`config.mk`:
```
export PLATFORM = sky130hd
export DESIGN_NAME = prime_field_mod251_alu
export DESIGN_NICKNAME = d
export VERILOG_FILES = /design/src/hdl/pfm251_pkg.sv /design/src/hdl/prime_field_mod251_alu.sv /design/src/hdl/pfm251_mulmod.sv /design/src/hdl/pfm251_core.sv
export VERILOG_INCLUDE_DIRS = /design/src /design/src/hdl
export SDC_FILE = /design/constraint.sdc
export NUM_CORES = 1
export LEC_CHECK = 0
export ABC_CLOCK_PERIOD_IN_PS = 14700
export BUFFER_PORTS_ARGS = -buffer_cell sky130_fd_sc_hd__buf_2
export CORE_ASPECT_RATIO = 0.7
export CORE_MARGIN = 2
export CORE_UTILIZATION = 50
export DETAILED_ROUTE_END_ITERATION = 8
export PLACE_DENSITY = 0.66
export SLEW_MARGIN = 20
export SYNTH_ARGS = -nofsm -noshare
export SYNTH_HDL_FRONTEND = slang
export SYNTH_SLANG_ARGS = --single-unit
```
`constraint.sdc`:
```
create_clock -name clk -period 14.7 [get_ports clk]
set_input_delay 0.735 -clock clk [delete_from_list [all_inputs] [get_ports clk]]
set_output_delay 0.735 -clock clk [all_outputs]
set_load 0.005 [all_outputs]
```
`src/hdl/assert_macros.svh`:
```
`ifndef ASSERT_MACROS_SVH
`define ASSERT_MACROS_SVH

// Clocked property check, disabled while reset is asserted.
`define PFM_ASSERT(lbl, prop, msg) \
  lbl: assert property (@(posedge clk) disable iff (!rst_n) (prop)) else $error(msg);

// Condition that must never be seen at a clock edge.
`define PFM_ASSERT_NEVER(lbl, cond, msg) \
  `PFM_ASSERT(lbl, !(cond), msg)

`endif

```
`src/hdl/pfm251_pkg.sv`:
```
package pfm251_pkg;

  localparam logic [2:0] FUNC_ADD = 3'd0;
  localparam logic [2:0] FUNC_SUB = 3'd1;
  localparam logic [2:0] FUNC_MUL = 3'd2;
  localparam logic [2:0] FUNC_DIV = 3'd3;
  localparam logic [2:0] FUNC_INV = 3'd4;
  localparam logic [2:0] FUNC_RED = 3'd5;

  typedef struct packed {
    logic [2:0] func;
    logic [7:0] operand_a;
    logic [7:0] operand_b;
  } in_item_t;

  typedef struct packed {
    logic [7:0] field_result;
    logic       no_inverse;
  } out_item_t;

  // Smallest x in 1..m-1 with r*x = 1 mod m, or 0 when none exists.
  // r must already lie below m.
  function automatic logic [7:0] fld_inv(input int unsigned r, input int unsigned m);
    int unsigned acc;
    logic [7:0]  res;
    acc = 0;
    res = '0;
    for (int unsigned x = 1; x < 256; x++) begin
      acc = acc + r;
      if (acc >= m) begin
        acc = acc - m;
      end
      if ((x < m) && (acc == 1) && (res == '0)) begin
        res = 8'(x);
      end
    end
    return res;
  endfunction

endpackage

```
`src/hdl/prime_field_mod251_alu.sv`:
```
// Arithmetic unit over the integers modulo MODULUS (prime 251 by default).
// Input channel in_valid/in_stall/in_data carries one transaction per item:
// an operation code (add, subtract, multiply, divide, inverse of a, reduce a)
// and two byte operands, both reduced modulo MODULUS before use.
// Output channel out_valid/out_stall/out_data returns exactly one transaction
// per input: field_result in 0..MODULUS-1 and no_inverse, set when divide or
// inverse meets an element without inverse (result is then 0).
// Path: an accepted transaction passes the input register, then the result
// register, which drives out_valid; reduction, inverse ROM and multiplier sit between.
// Throughput: one transaction per cycle, sustained while out_stall is low.
// Stall: while out_stall holds a pending result, one more transaction is taken
// into the input register; in_stall rises only when both registers are full.
// Reset (rst_n low, synchronous) empties both stages; the block keeps no
// other state, so no warm-up is needed after reset.
`include "assert_macros.svh"

module prime_field_mod251_alu #(
  parameter int MODULUS = 251
) (
  input  logic                  clk,
  input  logic                  rst_n,
  input  logic                  in_valid,
  output logic                  in_stall,
  input  pfm251_pkg::in_item_t  in_data,
  output logic                  out_valid,
  input  logic                  out_stall,
  output pfm251_pkg::out_item_t out_data
);

  import pfm251_pkg::*;

  in_item_t  s1_r,     s1_nxt;
  logic      s1_vld_r, s1_vld_nxt;
  out_item_t s2_r,     s2_nxt;
  logic      s2_vld_r, s2_vld_nxt;
  out_item_t core_res;
  logic      s1_free;
  logic      s2_free;

  pfm251_core #(
    .MODULUS(MODULUS)
  ) u_core (
    .item (s1_r),
    .res  (core_res)
  );

  assign s2_free = !s2_vld_r || !out_stall;
  assign s1_free = !s1_vld_r || s2_free;

  always_comb begin
    s1_nxt     = s1_r;
    s1_vld_nxt = s1_vld_r;
    s2_nxt     = s2_r;
    s2_vld_nxt = s2_vld_r;
    if (s1_free) begin
      s1_vld_nxt = in_valid;
      if (in_valid) begin
        s1_nxt = in_data;
      end
    end
    if (s2_free) begin
      s2_vld_nxt = s1_vld_r;
      if (s1_vld_r) begin
        s2_nxt = core_res;
      end
    end
  end

  always_ff @(posedge clk) begin
    if (!rst_n) begin
      s1_vld_r <= 1'b0;
      s2_vld_r <= 1'b0;
    end else begin
      s1_vld_r <= s1_vld_nxt;
      s2_vld_r <= s2_vld_nxt;
    end
  end

  always_ff @(posedge clk) begin
    s1_r <= s1_nxt;
    s2_r <= s2_nxt;
  end

  assign in_stall  = !s1_free;
  assign out_valid = s2_vld_r;
  assign out_data  = s2_r;

  `PFM_ASSERT(a_result_range,
    out_valid |-> (out_data.field_result < 8'(MODULUS)), "result out of field range")
  `PFM_ASSERT(a_flag_zero,
    (out_valid && out_data.no_inverse) |-> (out_data.field_result == '0),
    "no_inverse with nonzero result")
  `PFM_ASSERT_NEVER(a_no_overrun,
    s1_vld_r && out_valid && out_stall && !in_stall, "input taken with both stages full")
  `PFM_ASSERT(a_advance,
    (s1_vld_r && (!out_valid || !out_stall)) |=> out_valid,
    "pending transaction did not reach output")

endmodule

```
`src/hdl/pfm251_mulmod.sv`:
```
module pfm251_mulmod #(
  parameter int MODULUS = 251
) (
  input  logic [7:0] a,
  input  logic [7:0] b,
  output logic [7:0] prod
);

  localparam logic [8:0] MOD9 = 9'(MODULUS);

  logic [7:0]  hi_tbl [256];
  logic [7:0]  lo_tbl [256];
  logic [15:0] full;
  logic [8:0]  fold;

  // Residues of the high product byte weighted by 256 and of the low byte.
  for (genvar i = 0; i < 256; i++) begin : g_tbl
    assign hi_tbl[i] = 8'((i * 256) % MODULUS);
    assign lo_tbl[i] = 8'(i % MODULUS);
  end

  assign full = {8'b0, a} * {8'b0, b};

  always_comb begin
    fold = {1'b0, hi_tbl[full[15:8]]} + {1'b0, lo_tbl[full[7:0]]};
    if (fold >= MOD9) begin
      fold = fold - MOD9;
    end
  end

  assign prod = fold[7:0];

endmodule

```
`src/hdl/pfm251_core.sv`:
```
module pfm251_core #(
  parameter int MODULUS = 251
) (
  input  pfm251_pkg::in_item_t  item,
  output pfm251_pkg::out_item_t res
);

  import pfm251_pkg::*;

  localparam logic [8:0] MOD9 = 9'(MODULUS);

  logic [7:0] red_tbl [256];
  logic [7:0] inv_tbl [256];
  logic [7:0] a_red;
  logic [7:0] b_red;
  logic [7:0] inv_idx;
  logic [7:0] inv_val;
  logic [7:0] mul_b;
  logic [7:0] mul_out;
  logic [8:0] sum;
  logic [8:0] dif;

  for (genvar i = 0; i < 256; i++) begin : g_tbl
    assign red_tbl[i] = 8'(i % MODULUS);
    assign inv_tbl[i] = fld_inv(32'(i % MODULUS), 32'(MODULUS));
  end

  assign a_red   = red_tbl[item.operand_a];
  assign b_red   = red_tbl[item.operand_b];
  assign inv_idx = (item.func == FUNC_INV) ? a_red : b_red;
  assign inv_val = inv_tbl[inv_idx];
  assign mul_b   = (item.func == FUNC_DIV) ? inv_val : b_red;

  pfm251_mulmod #(
    .MODULUS(MODULUS)
  ) u_mulmod (
    .a    (a_red),
    .b    (mul_b),
    .prod (mul_out)
  );

  always_comb begin
    sum = {1'b0, a_red} + {1'b0, b_red};
    if (sum >= MOD9) begin
      sum = sum - MOD9;
    end
    dif = {1'b0, a_red} + MOD9 - {1'b0, b_red};
    if (dif >= MOD9) begin
      dif = dif - MOD9;
    end
  end

  always_comb begin
    res = '0;
    unique case (item.func)
      FUNC_ADD: res.field_result = sum[7:0];
      FUNC_SUB: res.field_result = dif[7:0];
      FUNC_MUL: res.field_result = mul_out;
      FUNC_DIV: begin
        res.field_result = mul_out;
        res.no_inverse   = (inv_val == '0);
      end
      FUNC_INV: begin
        res.field_result = inv_val;
        res.no_inverse   = (inv_val == '0);
      end
      FUNC_RED: res.field_result = a_red;
      default:  res = '0;
    endcase
  end

endmodule

```
### Yosys cells after proc, flatten, opt, wreduce, memory -nomap -nowiden

Memory sizes are Yosys's and may differ from the RTL's.
Index checks and enable logic that the tools add are counted.

| word-level totals | value |
|---|---|
| register bits after elaboration | 30 |
| ROM bits | 10240 |
| output and inout bits | 11 |
| logic and storage cells | 66 |
| memories kept | 5 |

| cells by class | value |
|---|---|
| $add $sub $neg | 7 |
| multipliers | 1 |
| $lt $le $gt $ge | 8 |
| eq/ne operators | 5 |
| mux-type cells | 16 |
| bitwise gates (word level) | 5 |
| reductions and logical operators | 12 |

Memory list:

| memory | depth | bits a word | read ports | clocked after memory_dff | write ports | line | RTL |
|---|---|---|---|---|---|---|---|
| (name not given) | 256 | 8 | 1 | 0 | 0 | pfm251_core.sv:31 | `assign inv_val = inv_tbl[inv_idx];` |
| (name not given) | 256 | 8 | 1 | 0 | 0 | pfm251_core.sv:28 | `assign a_red = red_tbl[item.operand_a];` |
| (name not given) | 256 | 8 | 1 | 0 | 0 | pfm251_mulmod.sv:25 | `fold = {1'b0, hi_tbl[full[15:8]]} + {1'b0, lo_tbl[full[7:0]]};` |
| (name not given) | 256 | 8 | 1 | 0 | 0 | pfm251_mulmod.sv:25 |  |
| (name not given) | 256 | 8 | 1 | 0 | 0 | pfm251_core.sv:29 | `assign b_red = red_tbl[item.operand_b];` |

Operator list:

| operator | count |
|---|---|
| $mux 8 | 15 |
| $ge 9x9->1 const B | 5 |
| $not 8->9 | 5 |
| $pmux 8 s5 | 1 |
| $ge 9x8->1 const B | 3 |
| $sub 8x8->8 const B | 3 |
| $add 8x8->9 | 2 |
| $mul 8x8->16 | 1 |
| $add 8x8->9 const B | 1 |
| $sub 9x8->9 | 1 |
| $logic_not 8->1 | 1 |
| $eq 3x2->1 const B | 2 |
| $eq 3x3->1 const B | 2 |
| $logic_not 1->1 | 4 |
| $reduce_and 2->1 | 2 |
| $reduce_or 2->1 | 2 |
| $eq 3x1->1 const B | 1 |
| $logic_not 3->1 | 1 |
| $logic_or 1x1->1 | 2 |

### Longest topological paths before layout

| depth | value |
|---|---|
| depth after elaboration | 19 |
| depth in mapped cells | 54 |
| gate-level depth less buffers | 51 |

### Modules after synthesis

Synthesis repeated with hierarchy kept, for this count alone.

| unflattened totals | value |
|---|---|
| cells, all modules | 1622 |
| area total of the unflattened synthesis | 11773.8 µm² |

Modules (own cells, without submodules):

| module | instances | cells each | area each (µm²) | sequential area each (µm²) |
|---|---|---|---|---|
| pfm251_core | 1 | 882 | 5715.5 | 0.0 |
| pfm251_mulmod | 1 | 704 | 5133.7 | 0.0 |
| prime_field_mod251_alu | 1 | 36 | 924.6 | 880.8 |

### Worst setup path before layout

OpenSTA, ideal clock, no wires.

| timing path | value |
|---|---|
| kind | reg-to-reg |
| start | register s1_r[8] (netlist name) |
| end | register s2_r (netlist bit out_data[3]), data pin |
| setup time | 270 ps |
| arrival time | 12095 ps |
| required time | 14430 ps |
| setup slack | 2335 ps |
| cell stages (with the launch flop) | 49 |
| period minus slack after synthesis | 12365 ps |
| path through | edfxtp_1 -> inv_1 -> ha_1 -> and2_1 -> o2111a_1 -> or2_0 -> clkbuf_1 -> nor2_2 -> clkbuf_1 -> ha_1 -> clkbuf_1 -> clkinv_1 -> a21oi_1 -> clkbuf_1 -> nor3_1 -> o311ai_0 -> o21ai_0 -> a2111o_1 -> (+13 left out) -> and3b_1 -> xor2_1 -> clkinv_1 -> ha_1 -> buf_1 -> a221o_1 -> a222oi_1 -> a211oi_1 -> nor4_1 -> ha_1 -> a21boi_0 -> o31ai_1 -> o2111ai_1 -> nor4_1 -> o21bai_1 -> xor2_1 -> o22ai_1 -> or3b_2 |

RTL lines:

| element | line | RTL |
|---|---|---|
| start: declaration | prime_field_mod251_alu.sv:32 | `in_item_t s1_r, s1_nxt;` |
| start signal: assignment | prime_field_mod251_alu.sv:80 | `s1_r <= s1_nxt;` |
| end signal: assignment | prime_field_mod251_alu.sv:81 | `s2_r <= s2_nxt;` |
| end: declaration | prime_field_mod251_alu.sv:34 | `out_item_t s2_r, s2_nxt;` |

==> results.txt <==
outcome - complete, no violations
starting density of the core - 0.512
Min Clock Period, post-route - 13.98 ns
fin crit share - 0.951
Routed wire per std cell - 28.8 um
post-synthesis cell type count - 100
Slew headroom - 0.141
CTS tree - yes
Seq/Total Area, Yosys - 0.0787
CP max-delay cell - nor3_2
Die X - 183 um
Post-synth top flop - edfxtp_1
most used cell, CP - buf_4
die area - 23,600 um^2
Worst Setup End Kind - register
Area Overhead vs Synth - 6.72%
hold worst-path end - out_valid
syn nets - 1,731
Synth warnings - 0
CP Class - register to register
RR Startpoint - s1_r[16]
hold slack - 0.526 ns
worst slew pin tran - 1.28 ns
fraction of registers with async set/reset - 0
Worst Path Buf+Inv - 10
Core Area - 21,800 um^2
root buffer cell - clkbuf_16
clock buffer depth - 2
via count - 13,848
pre-CTS setup slack - 1.23 ns
final hold vios - 0
r2r endpoint - out_data[3]
reg2reg setup slack - 0.72 ns
Peak Freq - 71.5 MHz
CP delay by family, top - compound AO/OA/AOI/OAI gates
hold path depth - 2
hold_sp - s1_vld_r
max-cap viol count - 0
top-area cell type share of the netlist area - 0.114
Vias/cell - 7.51
# setup viols final - 0
antenna violations before repair - 3
CTS clk-pin slew, worst paths - 0.06 ns
Site Rows - 45
Synth area leader - ha_1
CP Data Required Time - 14.73 ns
die height - 129 um
final RePlAce weighted congestion - 1.09
TNS Setup - 0 ns
clk_skew - 0.00886 ns
count leader, synth - nor2_1
Critical Path Fanout Max - 21
RSZ-0062 raised after global routing - false
post-CTS setup buffers - 0
CP startpoint kind - register
R2R depth - 48
Critical Path AT - 14.01 ns
# clock sinks - 30
clk_lat worst skew - 0.30 ns
GRT overflow - 0
layout cells sized above 1 - 0.110
Buffers on Ports - 33
# nets final - 1,723
vias in the first global route - 12,567
worst hold path class - register to register
Post-Synthesis Cells - 1,567
setup ws final - 0.723 ns
Iter 0 DRT Violations - 3,002
DPL Wire Length - 40,700 um
syn avg cell area - 7.14 um^2
critical path's largest stage delay - 0.79 ns
first-pass iteration count of the detailed router - 8
Ports - 34
GRT Total Usage - 0.444
DRC - 0
Max H-tree Level - 2
largest net degree at the start of global routing - 68
Post-synth EDFFs - 28
CTS Buf Count - 5
first-pass GRT wire length - 79,300 um
Post-Route WL - 53,000 um
commonest cells in the netlist - nor2_1, nand2_1, o21ai_0
#FFs+latches synth - 30
Synth area leaders - ha_1, edfxtp_1, fa_1
Max Slew Vio Count - 0
ANT nets after route - 0
Cell Area, Synth - 11,200 um^2
[registers in the layout, summed over array words and instances, names as in the netlist]
register	count
out_data	9
out_valid	1
s1_r	19
s1_vld_r	1
[routing by layer]
metal  global-route usage  wire [um]  part of all wire  vias up
met5               0.0460        184            0.0035        -
met3                0.288      11100              0.21      216
li1                     -          -                 -     5876
met4               0.0753       1400             0.026       10
met1                0.641      22400              0.42     6476
met2                0.535      17900              0.34     1270
[what timing repair did]
item                       4_1_cts  5_1_grt
hold buffers                     0        0
gates resized for setup          0        1
setup endpoints to repair        0        6
[cell families (layout without fill, tap and decap cells)]
family / Yosys count / count (layout) / synth area share
AOI/OAI and AO/OA: 585 / 585 / 0.365
xor gates and xnor gates: 49 / 49 / 0.0383
and+or+nand+nor: 504 / 504 / 0.220
other: 0 / 1 / 0
DFF: 30 / 30 / 0.0787
muxes: 31 / 31 / 0.0322
buffers and inverters: 227 / 220 / 0.0820
adders and majority gates: 141 / 141 / 0.184
[worst reg2reg max path: cells and delay by family (launching register included)]
family                   cells  cell delay [ns]
XOR/XNOR                     2             0.40
adder cells (fa/ha/maj)      8             3.66
flip-flops                   1             0.59
multiplexers                 1             0.31
AO/OA/AOI/OAI               14             3.82
buffers and inverters       10             1.55
AND/OR/NAND/NOR             13             3.39
[placed cells by master (no fill, tap or decap), types with 34 or more instances in the layout]
cell     count
fa_1        39
buf_4       66
nand2_1    128
a21oi_1    105
nor3_1      45
nand3_1     47
inv_1      107
o21ai_0    110
nor2_1     145
ha_1       102
a31oi_1     34
[through the flow]
step / util / instance area [um^2] / std cells
final: 0.547 / 11900 / 1843
after detailed placement: 0.538 / 11800 / 1834
after global routing: 0.547 / 11900 / 1843
after floorplan: - / 11200 / 1567
after CTS: 0.546 / 11900 / 1842
after global placement: 0.538 / 11800 / 1834
[worst max-delay path by stage]
stage | slack (ns) | startpoint | endpoint | cells after the start
finish | 0.72 | s1_r[16] | out_data[3] | 48
floorplan | 2.33 | s1_r[8] | out_data[3] | 48
CTS | 1.14 | s1_r[16] | out_data[3] | 48
global placement | 1.34 | s1_r[16] | out_data[3] | 48
detailed placement | 1.23 | s1_r[16] | out_data[3] | 48
global route | 0.01 | s1_r[16] | out_data[2] | 49
[cell type report]
cell class,instances,area (um^2)
Multi-Input combinational cell,1310,9450
Inverter,113,424
Clock inverter,1,30.0
Timing Repair Buffer,99,661
Clock buffer,7,143
Tap cell,282,353
Sequential cell,30,881
Antenna cell,1,2.50
Fill cell,2109,9900
Power is not shown: default switching activity piles up to over one toggle a cycle in this logic, so the estimate is an artifact.
